## src/gdr_pkg.sv

```systemverilog
package gdr_pkg;

  localparam int DEF_MAP_SIDE  = 64;
  localparam int DEF_MAX_STEPS = 200;

  // Operand widths of the shared divider.
  localparam int DVD_W = 40;
  localparam int DVS_W = 32;

  localparam int TS_W  = 24;
  localparam int CRD_W = 34;
  localparam int TM_W  = 50;
  localparam int H_W   = 48;

  localparam logic [7:0] CH_AMP  = 8'h26;
  localparam logic [7:0] CH_AT   = 8'h40;
  localparam logic [7:0] CH_HASH = 8'h23;

  localparam logic [7:0] CFG_TILE_SIZE   = 8'd0;
  localparam logic [7:0] CFG_WALL_HEIGHT = 8'd1;
  localparam logic [7:0] CFG_MAP_WIDTH   = 8'd2;
  localparam logic [7:0] CFG_MAP_HEIGHT  = 8'd3;

  typedef enum logic [2:0] {
    OP_COL = 3'd0,
    OP_ROW = 3'd1,
    OP_TMX = 3'd2,
    OP_TDX = 3'd3,
    OP_TMZ = 3'd4,
    OP_TDZ = 3'd5
  } op_t;

  typedef enum logic [1:0] {
    MS_NONE = 2'd0,
    MS_X    = 2'd1,
    MS_Y    = 2'd2,
    MS_Z    = 2'd3
  } mul_sel_t;

  typedef struct packed {
    logic     load;
    logic     write_cell;
    logic     clear;
    logic     div_start;
    op_t      op;
    logic     step;
    mul_sel_t mul_sel;
    logic     emit;
    logic     found;
  } ctrl_cmd_t;

  typedef struct packed {
    logic div_done;
    logic clear_last;
    logic cell_hit;
    logic can_step;
    logic stop;
  } dp_sts_t;

endpackage

```

## src/gdr_ctrl.sv

```systemverilog
module gdr_ctrl (
  input  logic               clk,
  input  logic               rst,
  input  logic               start,
  input  logic               cast,
  input  gdr_pkg::dp_sts_t   sts,
  output gdr_pkg::ctrl_cmd_t cmd,
  output logic               busy
);
  import gdr_pkg::*;

  typedef enum logic [10:0] {
    S_IDLE     = 11'b000_0000_0001,
    S_CLEAR    = 11'b000_0000_0010,
    S_DIV_GO   = 11'b000_0000_0100,
    S_DIV_WAIT = 11'b000_0000_1000,
    S_LOOK     = 11'b000_0001_0000,
    S_TEST     = 11'b000_0010_0000,
    S_MULX     = 11'b000_0100_0000,
    S_MULY     = 11'b000_1000_0000,
    S_MULZ     = 11'b001_0000_0000,
    S_MULW     = 11'b010_0000_0000,
    S_FINISH   = 11'b100_0000_0000
  } state_t;

  state_t state, state_next;
  op_t    op, op_next;
  logic   found, found_next;

  always_ff @(posedge clk) begin
    if (rst) begin
      state <= S_CLEAR;
      op    <= OP_COL;
      found <= 1'b0;
    end else begin
      state <= state_next;
      op    <= op_next;
      found <= found_next;
    end
  end

  always_comb begin
    state_next     = state;
    op_next        = op;
    found_next     = found;
    cmd            = '0;
    cmd.op         = op;
    cmd.mul_sel    = MS_NONE;
    cmd.found      = found;
    case (state)
      S_IDLE: begin
        if (start) begin
          if (cast) begin
            cmd.load   = 1'b1;
            op_next    = OP_COL;
            found_next = 1'b0;
            state_next = S_DIV_GO;
          end else begin
            cmd.write_cell = 1'b1;
          end
        end
      end
      S_CLEAR: begin
        cmd.clear = 1'b1;
        if (sts.clear_last) begin
          state_next = S_IDLE;
        end
      end
      S_DIV_GO: begin
        cmd.div_start = 1'b1;
        state_next    = S_DIV_WAIT;
      end
      S_DIV_WAIT: begin
        if (sts.div_done) begin
          state_next = S_DIV_GO;
          case (op)
            OP_COL:  op_next = OP_ROW;
            OP_ROW:  op_next = OP_TMX;
            OP_TMX:  op_next = OP_TDX;
            OP_TDX:  op_next = OP_TMZ;
            OP_TMZ:  op_next = OP_TDZ;
            default: state_next = S_LOOK;
          endcase
        end
      end
      S_LOOK: begin
        // The map word for the current cell is read during this cycle.
        state_next = sts.stop ? S_FINISH : S_TEST;
      end
      S_TEST: begin
        if (sts.cell_hit) begin
          found_next = 1'b1;
          state_next = S_MULX;
        end else if (sts.can_step) begin
          cmd.step   = 1'b1;
          state_next = S_LOOK;
        end else begin
          state_next = S_FINISH;
        end
      end
      S_MULX: begin
        cmd.mul_sel = MS_X;
        state_next  = S_MULY;
      end
      S_MULY: begin
        cmd.mul_sel = MS_Y;
        state_next  = S_MULZ;
      end
      S_MULZ: begin
        cmd.mul_sel = MS_Z;
        state_next  = S_MULW;
      end
      S_MULW: begin
        state_next = S_FINISH;
      end
      S_FINISH: begin
        cmd.emit   = 1'b1;
        state_next = S_IDLE;
      end
      default: begin
        state_next = S_IDLE;
      end
    endcase
  end

  assign busy = (state != S_IDLE);

endmodule

```

## config.mk

```make
export PLATFORM = sky130hd
export DESIGN_NAME = gdr_ctrl
export DESIGN_NICKNAME = d
export VERILOG_FILES = /design/src/gdr_pkg.sv /design/src/gdr_ctrl.sv
export SDC_FILE = /design/constraint.sdc
export NUM_CORES = 1
export LEC_CHECK = 0
export BUFFER_PORTS_ARGS = -buffer_cell sky130_fd_sc_hd__buf_4
export CAP_MARGIN = 25
export CORE_MARGIN = 1.5
export CORE_UTILIZATION = 30
export DETAILED_ROUTE_END_ITERATION = 7
export HOLD_SLACK_MARGIN = 0.15
export SKIP_LAST_GASP = 1
export SYNTH_ARGS = -nofsm -noshare
export SYNTH_HDL_FRONTEND = slang
export SYNTH_SLANG_ARGS = --single-unit
```

## constraint.sdc

```tcl
create_clock -name clk -period 1.6 [get_ports clk]
set_input_delay 0 -clock clk [delete_from_list [all_inputs] [get_ports clk]]
set_output_delay 0 -clock clk [all_outputs]
set_load 0.005 [all_outputs]
```

== Yosys cells after proc, flatten, opt, wreduce, memory -nomap -nowiden ==
Index checks and enable logic that the tools add are counted.
Word-level totals
  register bits: 15
  latch bits: 0
  memory bits (writable): 0
  ROM bits: 0
  input port bits: 9
  output and inout bits: 13
  logic and storage cells: 61
  memories: 0
Operators by class
  $add $sub $neg: 0
  multipliers: 0
  div/mod/pow operators: 0
  magnitude comparators: 0
  eq/ne operators: 22
  shift-type cells: 0
  multiplexer cells: 29
  bitwise operators: 0
  reductions and logical operators: 7
Operators with widths (count)
  $pmux 11 s10: 1
  $mux 11: 7
  $pmux 3 s5: 1
  $eq 11x1->1 const B: 1
  $eq 11x10->1 const B: 1
  $eq 11x11->1 const B: 1
  $eq 11x2->1 const B: 1
  $eq 11x3->1 const B: 1
  $eq 11x4->1 const B: 1
  $eq 11x5->1 const B: 1
  $eq 11x6->1 const B: 1
  $eq 11x7->1 const B: 1
  $eq 11x8->1 const B: 1
  $eq 11x9->1 const B: 1
  $mux 1: 11
  $ne 11x1->1 const B: 1
  $ne 2x2->1 const B: 5
  $mux 3: 3
  $reduce_and 4->1: 2
  $eq 3x2->1 const B: 2
  $ne 6x6->1 const B: 1
  $pmux 2 s3: 1
  $pmux 3 s2: 1
  $mux 5: 1
  8 further kinds: 10

== Logic depth before layout (Yosys ltp) ==
  word-level depth: 5
  depth in mapped cells: 6
  depth with buffers taken out: 4

== Worst setup path after synthesis ==
Ideal clock, no wire load.
  kind: register -> register
  start point: reg state[8]
  end point: reg op[1]
  setup time: 0.079 ns
  data arrival time: 1.438 ns
  data required time: 1.521 ns
  slack: 0.083 ns
  stages on the path, launching flop included: 7
  path buffers: 2
  clock period less this slack: 1.517 ns
  cells stage by stage: dfxtp_1 > buf_4 > nor4_4 > buf_4 > nand4_1 > a2111o_1 > o211ai_1
Between the ends
  word-level cells in the longest chain between the ends: 3
  elaborated cells on any way between the ends: 9
  classes of those cells: eq/ne: 6; mux: 1; reduce/logical: 2
Ends and longest elaborated chain
  start, declared: line gdr_ctrl.sv:26  | state_t state, state_next;
  start signal, assigned: line gdr_ctrl.sv:36  | state <= state_next;
  $eq 11x4->1 or $eq 11x1->1 (tied branches): line gdr_ctrl.sv:50  | case (state)
  $ne 6x6->1 (no source line) (tied with other cells)
  $reduce_and 5->1 (no source line)
  end signal, assigned: line gdr_ctrl.sv:37  | op <= op_next;
  end, declared: line gdr_ctrl.sv:27  | op_t op, op_next;
Parallel ways exist; a longest one is shown, timed or not.
A chain may end at the register's enable or synchronous reset.

== Worst setup path after layout ==
  start point: reg state[4]
  end point: reg state[2]
Between the ends
  word-level cells in the longest chain between the ends: 3
  elaborated cells on any way between the ends: 16
  classes of those cells: eq/ne: 14; mux: 1; reduce/logical: 1
Ends and longest elaborated chain (line)
  $eq 11x4->1 (tied with other cells): gdr_ctrl.sv:50
  $ne 2x2->1 (no source line)
  $reduce_and 4->1 (no source line)
Parallel ways exist; a longest one is shown, timed or not.

==> results.sh <==
export IMPL_endpoint_kind="register"
export IMPL_max_cap_violations=0
export IMPL_portBuffers=21
export IMPL_grt_start_max_net_pins=10
export IMPL_fp_row_count=20
export IMPL_seq_area_frac_synth=0.296
export IMPL_drive_above_1_share=0.548
export IMPL_synth_seq_cells=15
export IMPL_floorplan_initialDensity=0.325
export IMPL_clkLatencyLatePin_ns=0.29
export IMPL_syn_area_per_cell_um2=8.68
export IMPL_grt_pass1_wl_um=4930
export IMPL_slowest_delay_ns=0.35
export IMPL_leakagePower_uw=0.000680
export IMPL_place_congestion=0.742
export IMPL_use_met1=0.219
export IMPL_crit_chain="nor4_4, buf_4, nand4_1, buf_4, o211ai_4, buf_4, a21oi_2"
export IMPL_whs_ns=0.251
export IMPL_hold_class="in -> out"
export IMPL_cts_tree="yes"
export IMPL_synth_cells=117
export IMPL_area_growth_pct=68.2
export IMPL_postRouteAntennaNets=0
export IMPL_cts_max_level=1
export IMPL_arrival_ns=1.96
export IMPL_timing_final_max_slew_violations=0
export IMPL_die_w_um=61.2
export IMPL_drt_initial_drc_count=42
export IMPL_grt_usage=0.179
export IMPL_setup_viol=19
export IMPL_final_setup_tns_ns=-1.55
export IMPL_synth_top_area_cell="dfxtp_1"
export IMPL_place_inst=194
export IMPL_post_route_period_util=1.11
export IMPL_status="complete, but fails checks"
export IMPL_cpMostUsedCell="buf_4"
export IMPL_grt_pass1_vias=1096
export IMPL_async_flop_share=0
export IMPL_fin_crit_ns=1.78
export IMPL_power_density_nw_per_um2=540
export IMPL_fmax_mhz=562
export IMPL_io_pin_count=22
export IMPL_synth_net_count=126
export IMPL_clk_path_buf_depth=2
export IMPL_yosysWarnings=0
export IMPL_synth_main_ff_cell="dfxtp_1"
export IMPL_clk_transition_reported_paths_ns=0.10
export IMPL_viasPerCell=5.20
export IMPL_drtPass1Iterations=4
export IMPL_cp_slowest_cell="dfxtp_2"
export IMPL_syn_cell_area_um2=1020
export IMPL_cts_buffers=3
export IMPL_routedWlPerCell_um=15.0
export IMPL_grt_remaining_overflow=0
export IMPL_vias=1149
export IMPL_die_area_um2=3740
export IMPL_critPathLaunchType="register"
export IMPL_num_antenna_cells=0
export IMPL_wl_um=3320
export IMPL_dp_hpwl_um=2080
export IMPL_grt_use_met2=0.304
export IMPL_violations="setup timing"
export IMPL_synth_edff_count=0
export IMPL_grt_busiest_layer="met2"
export IMPL_synth_area_leaders="dfxtp_1 30%, nor4_4 4.2%, nand2_1 4.1%"
export IMPL_crit_required_ns=1.79
export IMPL_timing_worst_setup_path_type="reg -> reg"
export IMPL_tightest_slew_ns=0.440
export IMPL_crit_path_max_fanout=4
export IMPL_synth_top_area_frac=0.296
export IMPL_core_um2=3130
export IMPL_die_y_um=61.2
export IMPL_fin_cells=221
export IMPL_hold_viol=0
export IMPL_slew_headroom=0.706
export IMPL_finalClockSkew_ns=0.00895
export IMPL_drc=0
export IMPL_p_total_uw=923
export IMPL_nets=187
export IMPL_ys_types=44
export IMPL_fin_ws_ns=-0.178
export IMPL_cts_root_buf="clkbuf_4"
export IMPL_antenna_found_initial=0
export IMPL_rsz0062_at_grt="true"
export IMPL_peakVddDrop_uv=258
export IMPL_clkSinkCount=15
export IMPL_met3_usage=0.0231
worst paths after layout:
| kind | from | endpoint | slack [ns] | depth (start not counted) |
|---|---|---|---|---|
| setup reg to reg | state[4]$_SDFFE_PP0P_ | state[2]$_SDFFE_PP0P_ | -0.18 | 7 |
| hold reg to reg | found$_SDFFE_PP0P_ | found$_SDFFE_PP0P_ | 0.47 | 2 |
| hold / removal | cast | cmd[10] | 0.25 | 3 |
| setup / recovery | state[4]$_SDFFE_PP0P_ | state[2]$_SDFFE_PP0P_ | -0.18 | 7 |
per-layer routing:
layer | wire length, um | share of wire | up-vias
met3 | 80 | 0.024 | 8
met4 | 93 | 0.028 | 0
li1 | - | - | 556
met1 | 1510 | 0.45 | 565
met5 | 0 | 0 | -
met2 | 1640 | 0.49 | 20
metrics by stage:
| stage | utilization | setup slack, ns | area, um^2 |
|---|---|---|---|
| 6_report | 0.546 | -0.178 | 1710 |
| 5_1_grt | 0.546 | -0.225 | 1710 |
| 4_1_cts | 0.497 | -0.0848 | 1550 |
| 3_5_place_dp | 0.420 | -0.121 | 1320 |
| 3_3_place_gp | 0.420 | -0.0384 | 1320 |
| 2_1_floorplan | - | 0.0830 | 1020 |
state kept, by name (all words and copies together), names as in the netlist:
register	count
found	1
op	3
state	11
repair_timing:
action / in CTS / in global routing
hold buffers: 5 / 0
endpoints found under the hold margin: 9 / 0
setup buffers: 11 / 9
setup endpoints to repair: 14 / 19
gates resized for setup: 23 / 23
pin swaps: 12 / 12
power breakdown:
group | switching, uW | leakage [uW] | internal [uW] | total, uW
logic | 134 | 0.000536 | 166 | 300
registers | 16.3 | 0.000125 | 380 | 396
clock network | 134 | 0.0000177 | 92.9 | 227
total | 285 | 0.000680 | 638 | 923
worst max-delay path: cells and delay by family, from the launching register on:
kind	cells	cell delay (ns)
flops	1	0.35
compound gates	2	0.29
simple gates	2	0.49
buf+inv	3	0.54
Yosys cell counts, types with 2 or more instances:
cell,instances
a211oi_1,2
a21oi_1,4
and2_1,2
buf_4,3
buf_6,2
dfxtp_1,15
inv_1,6
nand2_1,11
nand2b_1,4
nand3_1,2
nand4_1,5
nor2_1,9
nor2b_1,5
nor3_1,5
nor4_1,4
nor4_4,2
o211ai_1,2
o21ai_0,5
or3_1,4
area by class of cell:
type | instances | area [um^2]
Tap cell | 44 | 55.1
Clock inverter | 1 | 5.00
Inverter | 6 | 22.5
Fill cell | 263 | 1420
Sequential cell | 15 | 319
Multi-Input combinational cell | 90 | 764
Clock buffer | 3 | 22.5
Timing Repair Buffer | 62 | 520
layout by cell type, fill, tap and decap left out, types with 2 or more instances in the layout:
| cell | instances |
|---|---|
| dfxtp_2 | 3 |
| nand4_1 | 5 |
| nor4_1 | 3 |
| nand2b_1 | 4 |
| o211ai_1 | 2 |
| or3_1 | 3 |
| nor2b_1 | 5 |
| nand2_2 | 2 |
| nand2_1 | 8 |
| dlygate4sd3_1 | 5 |
| dfxtp_4 | 4 |
| nor2_4 | 2 |
| nor3_1 | 2 |
| o21ai_0 | 4 |
| a21oi_1 | 3 |
| nor3_2 | 3 |
| buf_6 | 8 |
| buf_4 | 48 |
| inv_1 | 5 |
| nor3b_2 | 2 |
| nor4_4 | 2 |
| dfxtp_1 | 8 |
| clkbuf_4 | 3 |
| nor2_1 | 7 |
logic make-up after synthesis:
logic type | synth area share
compound gates | 0.170
simple gates | 0.447
buf+inv | 0.0702
xor+xnor | 0.0172
flops | 0.296
(Power assumes the default switching activity.)
